==> config.mk <==
export PLATFORM = sky130hd
export DESIGN_NAME = enveloped_sine_trajectory_core
export DESIGN_NICKNAME = d
export VERILOG_FILES = /design/src/design/est_pkg.sv /design/src/design/enveloped_sine_trajectory_core.sv
export SDC_FILE = /design/constraint.sdc
export NUM_CORES = 1
export LEC_CHECK = 0
export BUFFER_PORTS_ARGS = -buffer_cell sky130_fd_sc_hd__buf_2
export CAP_MARGIN = 15
export CORE_AREA = 2 2 309 311
export DETAILED_ROUTE_END_ITERATION = 10
export DIE_AREA = 0 0 311 313
export GPL_ROUTABILITY_DRIVEN = 0
export HOLD_SLACK_MARGIN = 0.12
export PLACE_DENSITY_LB_ADDON = 0.25
export SKIP_CTS_REPAIR_TIMING = 1
export SLEW_MARGIN = 20
export SYNTH_ARGS = -nofsm -noshare
export SYNTH_HDL_FRONTEND = slang
export SYNTH_SLANG_ARGS = --single-unit
==> constraint.sdc <==
create_clock -name clk -period 10.83 [get_ports clk]
set_clock_uncertainty 0.2 [all_clocks]
set_input_delay 2.166 -clock clk [delete_from_list [all_inputs] [get_ports clk]]
set_output_delay 2.166 -clock clk [all_outputs]
set_load 0.1 [all_outputs]
==> src/design/est_pkg.sv <==
// Shared types and constants for the enveloped sine trajectory core.
package est_pkg;
	localparam logic [1:0] MODE_IDLE = 2'd0;
	localparam logic [1:0] MODE_RUN  = 2'd1;
	localparam logic [1:0] MODE_DONE = 2'd2;

	localparam logic [2:0] REG_AMP     = 3'd0;
	localparam logic [2:0] REG_FSTEP   = 3'd1;
	localparam logic [2:0] REG_CYC     = 3'd2;
	localparam logic [2:0] REG_MAXAMP  = 3'd3;
	localparam logic [2:0] REG_MINFS   = 3'd4;
	localparam logic [2:0] REG_MAXFS   = 3'd5;
	localparam logic [2:0] REG_MAXCYC  = 3'd6;

	localparam logic [31:0] COEF_A = 32'd102944;
	localparam logic [31:0] COEF_B = 32'd42048;
	localparam logic [31:0] COEF_C = 32'd4640;

	typedef logic [15:0] q15_t;
endpackage

==> src/design/enveloped_sine_trajectory_core.sv <==
// Top level of the enveloped sine trajectory core.
//
// Usage: one input transaction per control tick (enable, wheel_position);
// exactly one output transaction (run_state, angle_command) follows it.
// A rising enable latches amplitude, frequency step and cycle count, each
// clamped to its limit registers, plus the wheel position, and starts the
// trajectory. While running, the command is start position plus amplitude
// times a triangular envelope times a quarter-wave polynomial sine of phase.
// Once the phase passes the cycle count the core reports done and follows
// the wheel position, as it does when idle or disabled.
// A running tick goes through a bit-serial restoring divider for the
// envelope, four shift-add multiplies for the sine value, the clamp of
// that value, two more shift-add multiplies for env*amp*sine and the
// final add, in that order, before out_valid rises. Idle and done ticks
// skip all of that, and out_valid rises in the cycle after the input
// transaction. Only one item is in work at a time; in_ready is low
// until its result has been taken and returns in the cycle after that.
// A stalled receiver holds the result in the output register.
// Reset clears sequencer and trajectory state and restores register defaults.
// Configuration goes through an APB-style port; pready is always high.
module enveloped_sine_trajectory_core #(
	parameter int SINE_TABLE_DEPTH    = 256,
	parameter int PHASE_FRACTION_BITS = 24
) (
	input  logic        clk,
	input  logic        arst_n,
	input  logic        in_valid,
	output logic        in_ready,
	input  logic        enable,
	input  logic signed [16:0] wheel_position,
	output logic        out_valid,
	input  logic        out_ready,
	output logic [1:0]  run_state,
	output logic signed [17:0] angle_command,
	input  logic        psel,
	input  logic        penable,
	input  logic        pwrite,
	input  logic [4:0]  paddr,
	input  logic [31:0] pwdata,
	output logic [31:0] prdata,
	output logic        pready
);
	import est_pkg::*;

	localparam int PW = PHASE_FRACTION_BITS + 9; // phase accumulator width
	localparam int DB = $clog2(SINE_TABLE_DEPTH);
	localparam int CW = PHASE_FRACTION_BITS + 10; // width of 2C

	// sequencer states
	localparam logic [3:0] ST_IDLE = 4'd0;
	localparam logic [3:0] ST_DIV  = 4'd1;
	localparam logic [3:0] ST_X2   = 4'd2;
	localparam logic [3:0] ST_M1   = 4'd3;
	localparam logic [3:0] ST_M2   = 4'd4;
	localparam logic [3:0] ST_M3   = 4'd5;
	localparam logic [3:0] ST_M4   = 4'd6;
	localparam logic [3:0] ST_EA   = 4'd7;
	localparam logic [3:0] ST_ES   = 4'd8;
	localparam logic [3:0] ST_FIN  = 4'd9;
	localparam logic [3:0] ST_OUT  = 4'd10;

	// configuration registers
	logic [15:0] amp_q, maxamp_q;
	logic [22:0] fstep_q, minfs_q, maxfs_q;
	logic [7:0]  cyc_q, maxcyc_q;
	logic [2:0]  reg_idx;

	assign pready  = 1'b1;
	assign reg_idx = paddr[4:2];

	always_ff @(posedge clk or negedge arst_n) begin
		if (!arst_n) begin
			amp_q    <= '0;
			fstep_q  <= '0;
			cyc_q    <= '0;
			maxamp_q <= 16'hFFFF;
			minfs_q  <= 23'd1;
			maxfs_q  <= 23'h7FFFFF;
			maxcyc_q <= 8'hFF;
		end else if (psel && penable && pwrite) begin
			case (reg_idx)
				REG_AMP:    amp_q    <= pwdata[15:0];
				REG_FSTEP:  fstep_q  <= pwdata[22:0];
				REG_CYC:    cyc_q    <= pwdata[7:0];
				REG_MAXAMP: maxamp_q <= pwdata[15:0];
				REG_MINFS:  minfs_q  <= pwdata[22:0];
				REG_MAXFS:  maxfs_q  <= pwdata[22:0];
				REG_MAXCYC: maxcyc_q <= pwdata[7:0];
				default: ;
			endcase
		end
	end

	always_comb begin
		case (reg_idx)
			REG_AMP:    prdata = {16'd0, amp_q};
			REG_FSTEP:  prdata = {9'd0, fstep_q};
			REG_CYC:    prdata = {24'd0, cyc_q};
			REG_MAXAMP: prdata = {16'd0, maxamp_q};
			REG_MINFS:  prdata = {9'd0, minfs_q};
			REG_MAXFS:  prdata = {9'd0, maxfs_q};
			REG_MAXCYC: prdata = {24'd0, maxcyc_q};
			default:    prdata = '0;
		endcase
	end

	// trajectory state
	logic        prev_en_q;
	logic [1:0]  mode_q;
	logic [PW-1:0] phase_q;
	logic [15:0] hamp_q;
	logic [22:0] hstep_q;
	logic [7:0]  hcyc_q;
	logic signed [16:0] start_q;

	logic [3:0]  st_q;
	logic [5:0]  cnt_q;
	logic        neg_q;
	logic [1:0]  next_q;

	// serial divider / multiplier registers
	logic [CW+17:0] rem_q;   // remainder shift register
	logic [16:0]    quo_q;   // envelope quotient, 0..65536
	logic [49:0]    acc_q;   // shift-add accumulator
	logic [49:0]    mcand_q; // multiplicand
	logic [33:0]    mplier_q;// multiplier, shifted out one bit a cycle
	logic [31:0]    x_q, x2_q;
	logic [15:0]    s_q;

	// clamp at latch time
	logic [15:0] amp_c;
	logic [22:0] fs_c, fs_hi;
	logic [7:0]  cyc_c, cyc_hi;
	always_comb begin
		amp_c  = (amp_q > maxamp_q) ? maxamp_q : amp_q;
		fs_hi  = (fstep_q > maxfs_q) ? maxfs_q : fstep_q;
		fs_c   = (fs_hi < minfs_q) ? minfs_q : fs_hi;
		cyc_hi = (cyc_q > maxcyc_q) ? maxcyc_q : cyc_q;
		cyc_c  = (cyc_hi < 8'd1) ? 8'd1 : cyc_hi;
	end

	// phase decomposition
	logic [CW-1:0] c_w, p2_w, num_w;
	logic [PHASE_FRACTION_BITS-1:0] frac_w;
	logic [DB+1:0] idx_w;
	logic [DB:0]   k_w;
	always_comb begin
		c_w    = CW'(hcyc_q) << PHASE_FRACTION_BITS;
		p2_w   = CW'(phase_q) << 1;
		num_w  = (p2_w < c_w) ? p2_w : ((c_w << 1) - p2_w);
		frac_w = phase_q[PHASE_FRACTION_BITS-1:0];
		idx_w  = frac_w[PHASE_FRACTION_BITS-1 -: (DB+2)];
		k_w    = idx_w[DB] ? ((DB+1)'(SINE_TABLE_DEPTH) - {1'b0, idx_w[DB-1:0]})
		                   : {1'b0, idx_w[DB-1:0]};
	end

	// one shift-add step
	logic [49:0] acc_nx;
	assign acc_nx = mplier_q[0] ? acc_q + mcand_q : acc_q;

	// divider step: compare shifted remainder against divisor
	logic [CW:0]   rtop;
	logic [CW+17:0] rsh;
	assign rsh  = rem_q << 1;
	assign rtop = rsh[CW+17:17];

	logic [CW:0] nphase;
	assign nphase = (CW+1)'(phase_q) + (CW+1)'(hstep_q);

	logic [31:0] y_w;
	assign y_w = (acc_q[47:16] + 32'd1) >> 1;

	logic signed [17:0] ang_w;
	logic [17:0] mag_w;
	assign mag_w = 18'((acc_q + 50'h40000000) >> 31);
	assign ang_w = neg_q ? (18'(start_q) - $signed(mag_w)) : (18'(start_q) + $signed(mag_w));

	logic signed [17:0] ang_q;
	logic acc_in;
	assign in_ready  = (st_q == ST_IDLE);
	assign acc_in    = in_valid && in_ready;
	assign out_valid = (st_q == ST_OUT);
	assign run_state = next_q;
	assign angle_command = ang_q;

	always_ff @(posedge clk or negedge arst_n) begin
		if (!arst_n) begin
			st_q      <= ST_IDLE;
			prev_en_q <= 1'b0;
			mode_q    <= MODE_IDLE;
			phase_q   <= '0;
			hamp_q    <= '0;
			hstep_q   <= '0;
			hcyc_q    <= '0;
			start_q   <= '0;
			next_q    <= MODE_IDLE;
			cnt_q     <= '0;
		end else begin
			case (st_q)
				ST_IDLE: if (acc_in) begin
					prev_en_q <= enable;
					if (!prev_en_q && enable) begin
						hamp_q  <= amp_c;
						hstep_q <= fs_c;
						hcyc_q  <= cyc_c;
						start_q <= wheel_position;
					end
					if (enable && mode_q == MODE_RUN) begin
						rem_q <= (CW+18)'(num_w) << 16 >> 0;
						quo_q <= '0;
						cnt_q <= 6'd0;
						st_q  <= ST_DIV;
					end else begin
						phase_q <= '0;
						next_q  <= (enable && mode_q == MODE_DONE) ? MODE_DONE
						         : (enable ? MODE_RUN : MODE_IDLE);
						mode_q  <= (enable && mode_q == MODE_DONE) ? MODE_DONE
						         : (enable ? MODE_RUN : MODE_IDLE);
						ang_q   <= 18'(wheel_position);
						st_q    <= ST_OUT;
					end
				end
				ST_DIV: begin
					// restoring division of num*2^16 by C, one bit per cycle
					if (rtop >= (CW+1)'(c_w)) begin
						rem_q <= {rtop - (CW+1)'(c_w), rsh[16:0]};
						quo_q <= {quo_q[15:0], 1'b1};
					end else begin
						rem_q <= rsh;
						quo_q <= {quo_q[15:0], 1'b0};
					end
					cnt_q <= cnt_q + 6'd1;
					if (cnt_q == 6'd16) begin
						x_q      <= 32'(({16'd0, k_w} << 16) >> DB);
						neg_q    <= idx_w[DB+1];
						acc_q    <= '0;
						mcand_q  <= 50'(32'(({16'd0, k_w} << 16) >> DB));
						mplier_q <= 34'(32'(({16'd0, k_w} << 16) >> DB));
						cnt_q    <= '0;
						st_q     <= ST_X2;
					end
				end
				ST_X2, ST_M1, ST_M2, ST_M3, ST_EA, ST_ES: begin
					acc_q    <= acc_nx;
					mcand_q  <= mcand_q << 1;
					mplier_q <= mplier_q >> 1;
					cnt_q    <= cnt_q + 6'd1;
					if (cnt_q == 6'd33) begin
						cnt_q <= '0;
						acc_q <= '0;
						case (st_q)
							ST_X2: begin
								x2_q <= acc_nx[47:16];
								mcand_q <= 50'(COEF_C); mplier_q <= 34'(acc_nx[47:16]);
								st_q <= ST_M1;
							end
							ST_M1: begin
								mcand_q <= 50'(COEF_B - acc_nx[47:16]);
								mplier_q <= 34'(x2_q);
								st_q <= ST_M2;
							end
							ST_M2: begin
								mcand_q <= 50'(COEF_A - acc_nx[47:16]);
								mplier_q <= 34'(x_q);
								st_q <= ST_M3;
							end
							ST_M3: begin
								acc_q <= acc_nx;
								st_q  <= ST_M4;
							end
							ST_EA: begin
								mcand_q <= 50'(acc_nx[32:0]);
								mplier_q <= 34'(s_q);
								st_q <= ST_ES;
							end
							default: begin
								acc_q <= acc_nx;
								st_q  <= ST_FIN;
							end
						endcase
					end
				end
				ST_M4: begin
					s_q      <= (y_w > 32'd32767) ? 16'd32767 : y_w[15:0];
					acc_q    <= '0;
					mcand_q  <= 50'(quo_q);
					mplier_q <= 34'(hamp_q);
					st_q     <= ST_EA;
				end
				ST_FIN: begin
					ang_q   <= ang_w;
					phase_q <= nphase[PW-1:0];
					next_q  <= (nphase > (CW+1)'(c_w)) ? MODE_DONE : MODE_RUN;
					mode_q  <= (nphase > (CW+1)'(c_w)) ? MODE_DONE : MODE_RUN;
					st_q    <= ST_OUT;
				end
				ST_OUT: if (out_ready) st_q <= ST_IDLE;
				default: st_q <= ST_IDLE;
			endcase
		end
	end

	// the sine value never exceeds full scale
	assert property (@(posedge clk) disable iff (!arst_n)
		(st_q == ST_EA) |-> (s_q <= 16'd32767))
		else $error("sine magnitude out of range");
	// no input is taken while a result is pending
	assert property (@(posedge clk) disable iff (!arst_n)
		out_valid |-> !in_ready)
		else $error("input accepted during output");
	// the envelope never exceeds unity
	assert property (@(posedge clk) disable iff (!arst_n)
		(st_q == ST_X2) |-> (quo_q <= 17'h10000))
		else $error("envelope out of range");
endmodule

### After elaboration in Yosys (flattened, before gate mapping)

Cells that the tools add are included.

| storage, ports and cells | value |
|---|---|
| register bits after elaboration | 505 |
| input port bits | 62 |
| output and inout port bits | 55 |
| logic and storage cells | 160 |

| cells by class | value |
|---|---|
| add/subtract/negate cells | 12 |
| $lt $le $gt $ge | 9 |
| eq/ne operators | 26 |
| multiplexer cells | 54 |
| reduce and logical (&&, ||, !) cells | 33 |

Operators with widths:

| kind | number |
|---|---|
| $mux 50 | 6 |
| $pmux 50 s3 | 2 |
| $pmux 50 s4 | 1 |
| $pmux 23 s7 | 1 |
| $mux 51 | 3 |
| $pmux 33 s4 | 1 |
| $pmux 34 s3 | 1 |
| $pmux 51 s2 | 1 |
| $mux 33 | 3 |
| $mux 34 | 2 |
| $pmux 33 s2 | 1 |
| $mux 18 | 3 |
| $add 50x50->50 | 1 |
| $add 49x31->49 const B | 1 |
| $mux 23 | 2 |
| $pmux 18 s2 | 1 |
| $ge 35x32->1 | 1 |
| $add 33x23->34 | 1 |
| $gt 34x32->1 | 1 |
| $lt 34x32->1 | 1 |
| $mux 17 | 2 |
| $pmux 17 s2 | 1 |
| $sub 33x34->34 | 1 |
| $sub 34x32->34 | 1 |
| other kinds (48) | 95 |

### Logic depth before layout (Yosys ltp)

Gate-level depths: netlist of run 1.

| depth | value |
|---|---|
| depth after elaboration | 6 |
| mapped depth | 28 |
| gate-level depth less buffers | 26 |

### Least setup slack after synthesis of run 1

No wires, ideal clock.

| timing path | value |
|---|---|
| path type | input to register |
| start point | input arst_n |
| end point | register acc_q[0] (enable) |
| library setup time | 819 ps |
| data arrival time | 11562 ps |
| data required time | 9811 ps |
| slack | -1751 ps |
| stages on the path | 1 |
| path buffers | 0 |
| cell sequence | a21boi_0 |

| between the ends | value |
|---|---|
| longest elaborated chain between the ends | 1 |

RTL lines:

| item | line | source |
|---|---|---|
| from (decl) | enveloped_sine_trajectory_core.sv:26 | `input logic arst_n,` |
| $reduce_and 3->1 (no source line) | n/a |  |
| to (signal assigned) | enveloped_sine_trajectory_core.sv:244 | `acc_q <= acc_nx;` |
| to (signal assigned) | enveloped_sine_trajectory_core.sv:268 | `acc_q <= acc_nx;` |
| to (signal assigned) | enveloped_sine_trajectory_core.sv:277 | `acc_q <= acc_nx;` |
| to (decl) | enveloped_sine_trajectory_core.sv:124 | `logic [49:0] acc_q;` |

Every way passes these cells.
A chain may end at the register's enable or synchronous reset.

### Final worst setup path of run 1

| timing path | value |
|---|---|
| start point | register phase_q[0] |
| end point | register mode_q[0] |

| between the ends | value |
|---|---|
| longest elaborated chain between the ends | 4 |

RTL lines:

| item | line | source |
|---|---|---|
| from (decl) | enveloped_sine_trajectory_core.sv:110 | `logic [PW-1:0] phase_q;` |
| from (signal assigned) | enveloped_sine_trajectory_core.sv:292 | `phase_q <= nphase[PW-1:0];` |
| $add 33x23->34 | enveloped_sine_trajectory_core.sv:168 | `assign nphase = (CW+1)'(phase_q) + (CW+1)'(hstep_q);` |
| $gt 34x32->1 | enveloped_sine_trajectory_core.sv:294 | `mode_q <= (nphase > (CW+1)'(c_w)) ? MODE_DONE : MODE_RUN;` |
| $mux 2 | enveloped_sine_trajectory_core.sv:294 |  |
| $pmux 2 s2 | enveloped_sine_trajectory_core.sv:199 | `case (st_q)` |
| to (signal assigned) | enveloped_sine_trajectory_core.sv:217 | `mode_q <= (enable && mode_q == MODE_DONE) ? MODE_DONE` |
| to (signal assigned) | enveloped_sine_trajectory_core.sv:294 |  |
| to (decl) | enveloped_sine_trajectory_core.sv:109 | `logic [1:0] mode_q;` |

Every way passes these cells.

==> impl_metrics.tcl, run 1 <==
set metrics [dict create \
    finalSetupViolCount 0 \
    path_class "flip-flop to flip-flop" \
    synth_compound_area_frac 0.2015 \
    drcViolationCount 0 \
    ir_worst_vdd_mv 0.1730 \
    grt_pass1_wl_um 154700 \
    whs_path_depth 2 \
    avgSynthCellArea_um2 9.262 \
    timing.rr.end "mode_q[0]" \
    dp_hpwl_um 71900 \
    core-area_um2 94160 \
    rsz0062_at_grt "false" \
    cts_max_path_buffers 3 \
    ys_warn_count 0 \
    synth.area.top_cells "edfxtp_1, dfrtp_1, ha_1, o21ai_0, nand2_1" \
    async_flop_share 0.4690 \
    synth_edf_count 257 \
    h-tree-depth 2 \
    start_util 0.3466 \
    synth_area_leader_cell "edfxtp_1" \
    ys_seq_elements 484 \
    cts_sinks 484 \
    dr.pass1.iters 6 \
    synth_top_family_by_area "compound AO/OA/AOI/OAI gates" \
    arrival_ns 7.66 \
    synth_cell_type_count 95 \
    holdPathEnd "hamp_q[9]" \
    insertedDiodeCount 0 \
    slew_viol_final 0 \
    p_per_area_nw_per_um2 328.3 \
    synthSimpleGateAreaFrac 0.1579 \
    fin_crit_sh 0.6721 \
    critical_path_required_ns 11.21 \
    grt_pass1_vias 25830 \
    dieArea_um2 97340 \
    clk_pin_slew_ns 0.06 \
    startpoint_type "flip-flop" \
    r2r-start "phase_q[0]" \
    slew_headroom 0.2100 \
    portBuffers 95 \
    drv_cap 0 \
    design_area_um2 36430 \
    die_w_um 311 \
    drtIter0Drc 2389 \
    syn_inst 3524 \
    netlist.area_leader.share 0.2365 \
    clkLatencyLatePin_ns 0.66 \
    cp_max_fo 6 \
    fin_tns_setup_ns 0 \
    leakagePower_nw 14.77 \
    dpl_cell_area_um2 34450 \
    core.rowCount 113 \
    finalPower_mw 11.96 \
    synthAdderAreaFrac 0.07759 \
    r2r_slack_ns 3.55 \
    area_growth_pct 11.62 \
    muxShareOfSynthArea 0.05835 \
    via_count 26930 \
    antenna_found_initial 1 \
    cts-root-buf "clkbuf_16" \
    io_pins 117 \
    avgRoutedWirePerCell_um 20.33 \
    viasPerCell 5.547 \
    ys_seq_area_frac 0.4123 \
    synthXorXnorAreaFrac 0.04938 \
    min_path_type "flip-flop to flip-flop" \
    hold_viol 0 \
    die_h_um 313 \
    final_util 0.3869 \
    grt_overflow 0 \
    endpoint_kind "flip-flop" \
    grt_max_degree 163 \
    min_period_ns 7.279 \
    status "finished clean" \
    track_usage 0.1997 \
    netlist_area_um2 32640 \
    holdCritStartpoint "hamp_q[9]" \
    place_ws_ns 3.501 \
    layout-drive-gt1-share 0.1220 \
    tightest_slew_ns 1.170 \
    r2r_cells 24 \
    fmaxAchievable_ghz 0.1374 \
    cts-buffers-inserted 57 \
    finalWorstSetupSlack_ns 3.551 \
    ant_nets 0 \
    nets 3805 \
    wl_um 98700 \
    cts_tree "built" \
    synthFlopType "edfxtp_1" \
]
[worst max-delay path: stages, from the launching register on]
cell	delay (ns)
dfrtp_1	0.41
ha_1	0.22
fa_1	0.40
a21o_1	0.17
a21oi_1	0.23
o21bai_1	0.15
a221oi_1	0.34
a21oi_1	0.23
a2111oi_0	0.68
nor3_1	0.16
o31a_1	0.40
o21a_1	0.28
and3_1	0.25
xnor2_1	0.13
ha_1	0.29
nand4_1	0.16
or3_1	0.34
nor3_1	0.23
nand4_1	0.15
nor4b_1	0.36
nand4_1	0.14
nor4_1	0.27
nand4_1	0.20
a211oi_1	0.60
nand2b_1	0.18
[report_power, final]
group          internal (mW)  total, mW  leakage (nW)  switching (mW)
Clock                   1.15       1.99         0.912           0.848
Sequential              2.74       3.31          5.11           0.561
Combinational           2.43       6.66          8.74            4.23
Total                   6.32       12.0          14.8            5.64
[worst max-delay path by stage]
| stage | from | to | slack (ns) | depth (start not counted) |
|---|---|---|---|---|
| floorplan | arst_n | acc_q[0] | 1.68 | 1 |
| global placement | phase_q[0] | mode_q[0] | 3.44 | 24 |
| detailed placement | phase_q[0] | mode_q[0] | 3.50 | 24 |
| CTS | phase_q[0] | mode_q[0] | 3.43 | 24 |
| global route | phase_q[0] | mode_q[0] | 2.92 | 24 |
| finish | phase_q[0] | mode_q[0] | 3.55 | 24 |
[sequential cells by signal (all words and copies together), names as in the netlist, 9 cells and up]
register and count:
acc_q 49, amp_q 16, angle_command 18, fstep_q 23, hamp_q 16, hstep_q 23
maxamp_q 16, maxfs_q 23, mcand_q 49, minfs_q 23, mplier_q 32, phase_q 33
quo_q 17, rem_q 34, s_q 16, start_q 17, x2_q 32, x_q 9
[cell families (layout without fill, tap and decap cells)]
logic type / after synthesis / count (layout)
and+or+nand+nor: 1095 / 1095
AOI/OAI and AO/OA: 1026 / 1026
DFF: 484 / 484
buffers and inverters: 356 / 414
adders and majority gates: 200 / 200
xor gates and xnor gates: 184 / 184
muxes: 177 / 177
other: 2 / 11
[metal layers]
layer,vias up,global-route usage,share of wire
li1,12950,-,-
met1,13060,0.2944,0.48
met2,799,0.3089,0.44
met3,120,0.03077,0.063
met4,2,0.04150,0.018
met5,-,0,0.00013
[Yosys cell counts, drive strengths merged, types with 6 or more instances]
| cell type | n |
|---|---|
| clkbuf | 160 |
| dfstp | 48 |
| nand3 | 58 |
| a31oi | 41 |
| or2 | 12 |
| a211oi | 30 |
| inv | 163 |
| o221ai | 17 |
| a22o | 17 |
| o211a | 8 |
| nor2 | 271 |
| nand2b | 43 |
| a222oi | 14 |
| buf | 31 |
| nor3 | 72 |
| a2111oi | 7 |
| edfxtp | 257 |
| o22ai | 18 |
| xnor2 | 131 |
| nor4 | 20 |
| o31ai | 24 |
| mux2 | 96 |
| nand2 | 379 |
| mux2i | 80 |
| a22oi | 56 |
| o211ai | 27 |
| and3 | 50 |
| or3 | 33 |
| ha | 196 |
| and2 | 30 |
| o21ai | 351 |
| o21a | 30 |
| xor2 | 53 |
| nor2b | 44 |
| a211o | 6 |
| a221oi | 20 |
| or4 | 9 |
| nand4 | 46 |
| a21boi | 11 |
| a21oi | 202 |
| o21bai | 14 |
| o2111ai | 8 |
| a21o | 77 |
| dfrtp | 179 |
[metrics by stage]
step / hold WS, ns / std cells
2_1_floorplan: 0.2362 / 3533
3_3_place_gp: 0.2644 / 4748
3_5_place_dp: 0.2708 / 4748
4_1_cts: 0.2856 / 4855
5_1_grt: 0.3157 / 4856
6_report: 0.2817 / 4856
[placed cells by master (no fill, tap or decap), types with 17 or more instances in the layout]
cell type and instances:
nand2_1 378, dfstp_2 48, o211ai_1 26, nand4_1 46, mux2i_1 80, a21oi_1 200
o221ai_1 17, ha_1 196, a21o_1 77, inv_1 159, nand3_1 58, o31ai_1 21
o21ai_0 340, nor2_1 263, mux2_2 96, xor2_1 53, o21a_1 30, dfrtp_1 179
a22oi_1 56, buf_4 45, and3_1 50, o22ai_1 18, edfxtp_1 257, a221oi_1 19
nor4_1 20, clkbuf_16 58, xnor2_1 131, nor2b_1 42, or3_1 31, nor3_1 64
a211oi_1 29, and2_1 30, a31oi_1 34, a22o_1 17, nand2b_1 43, buf_2 94
[final cells by class]
class | instances | area, um^2
fillers | 9609 | 57730
multi-input cells | 2693 | 17980
flip-flops and latches | 484 | 13460
well taps | 1265 | 1583
clock buffers | 69 | 1523
repair buffers | 142 | 870.8
inverters | 165 | 619.3
clock inverters | 38 | 397.9
Note: power is estimated with default switching activity, not from simulation.
==> run 2, diff against run 1 <==
==> constraint.sdc (replaced) <==
create_clock -name clk -period 6 [get_ports clk]
set_clock_uncertainty 0.2 [all_clocks]
set_input_delay 1.2 -clock clk [delete_from_list [all_inputs] [get_ports clk]]
set_output_delay 1.2 -clock clk [all_outputs]
set_load 0.1 [all_outputs]
==> run 2 against run 1 <==
Against the previous run: largest power group unchanged; combinational power rose by 89%; critical endpoint unchanged; power rose by 85%; hold slack improved by 0.00064 ns; die area is the same; final cell count up 1.6%.
==> impl_metrics.tcl, run 2 (same netlist as run 1, synthesis figures left out) <==
set metrics [dict create \
    dp_hpwl_um 74900 \
    grt_pass1_wl_um 156200 \
    wl_um 101100 \
    die_h_um 313 \
    slew_headroom 0.3053 \
    fillers 9503 \
    viasPerCell 5.518 \
    core-area_um2 94160 \
    rsz0062_at_grt "true" \
    r2r-start "hstep_q[0]" \
    tightest_slew_ns 1.026 \
    drv_cap 0 \
    cts-root-buf "clkbuf_16" \
    final_util 0.3938 \
    fin_tns_setup_ns 0 \
    design_area_um2 37080 \
    antenna_found_initial 7 \
    status "finished clean" \
    nets 3884 \
    dieArea_um2 97340 \
    finalWorstSetupSlack_ns 0.1601 \
    area_growth_pct 13.61 \
    drcViolationCount 0 \
    min_path_type "primary input to async pin" \
    cts_sinks 484 \
    cts_max_path_buffers 3 \
    start_util 0.3466 \
    insertedDiodeCount 0 \
    grt_max_degree 137 \
    stdcell_count 4935 \
    dr.pass1.iters 5 \
    core.rowCount 113 \
    die_w_um 311 \
    layout_common_cells "nand2_1, o21ai_0, nor2_1" \
    place_ws_ns -0.4667 \
    dpl_cell_area_um2 35060 \
    ir_worst_vdd_mv 0.2964 \
    via_count 27230 \
    path_class "flip-flop to flip-flop" \
    register_area_um2 13460 \
    avgRoutedWirePerCell_um 20.49 \
    fin_crit_sh 0.9733 \
    io_pins 117 \
    clk_pin_slew_ns 0.06 \
    finalPower_mw 22.09 \
    min_period_ns 5.840 \
    multi_input_area_um2 18050 \
    ant_nets 0 \
    grt_overflow 0 \
    drtIter0Drc 2604 \
    layout-drive-gt1-share 0.1436 \
    endpoint_kind "flip-flop" \
    slew_viol_final 0 \
    cp_max_fo 4 \
    cts-buffers-inserted 56 \
    cts_tree "built" \
    clkLatencyLatePin_ns 0.67 \
    final_common_cell "nand2_1" \
    whs_ns 0.2824 \
    arrival_ns 6.22 \
    placed_cells 4825 \
    track_usage 0.2028 \
    r2r_slack_ns 0.16 \
    reg_top3 "acc_q (49), mcand_q (49), rem_q (34)" \
    leakagePower_nw 15.15 \
    critical_path_required_ns 6.38 \
    hold_viol 0 \
    grt_pass1_vias 25870 \
    p_per_area_nw_per_um2 595.7 \
    finalSetupViolCount 0 \
    crit_start "hstep_q[0]" \
    fmaxAchievable_ghz 0.1712 \
    startpoint_type "flip-flop" \
    h-tree-depth 2 \
    portBuffers 95 \
]
[run 2: cell count changes in the layout (fill, tap and decap cells not counted), sizes merged]
cell      before  now
inv          164  163
clkinv        26   25
bufinv         6    7
buf          142  222
clkinvlp       7    3
clkbuf        69   73
[run 2: metal layers]
metal  vias to the layer above  share of wire  global-route usage
li1                      13110              -                   -
met4                         8          0.023             0.04985
met3                       120          0.074             0.04029
met5                         -        0.00045                   0
met1                     13120           0.48              0.2991
met2                       870           0.43              0.3034
[run 2: layout make-up]
type / count / share of cell area
Clock buffer: 73 / 0.03978
Clock inverter: 33 / 0.01063
Inverter: 165 / 0.01670
Multi-Input combinational cell: 2693 / 0.4868
Sequential cell: 484 / 0.3629
Tap cell: 1265 / 0.04268
Timing Repair Buffer: 222 / 0.04046
[run 2: power by group]
| group | switching, mW | internal, mW |
|---|---|---|
| sequential | 0.968 | 4.95 |
| clock | 1.52 | 2.04 |
| combinational | 7.86 | 4.76 |
[run 2: critical path, cell delays in order, from the launching register on]
cell	delay [ns]
dfrtp_1	0.39
ha_2	0.21
fa_2	0.36
a21o_1	0.18
a21oi_2	0.18
o21bai_2	0.10
a221oi_2	0.30
a21oi_2	0.12
a2111oi_2	0.37
buf_4	0.17
nor3_2	0.05
o31a_1	0.26
o21a_2	0.24
and3_4	0.19
xnor2_1	0.12
ha_1	0.29
nand4_1	0.10
or3_1	0.32
nor3_2	0.13
nand4_1	0.14
nor4b_2	0.25
nand4_1	0.15
nor4_2	0.31
nand4_1	0.15
a211oi_2	0.21
buf_4	0.18
nand2b_4	0.11
[run 2: worst paths after layout]
kind / cells after the start / end
setup / recovery: 26 / mode_q[0]
hold / removal: 1 / phase_q[5]
setup reg to reg: 26 / mode_q[0]
hold reg to reg: 2 / hamp_q[4]
max in group asynchronous: 2 / fstep_q[17]
min in group clk: 2 / hamp_q[4]
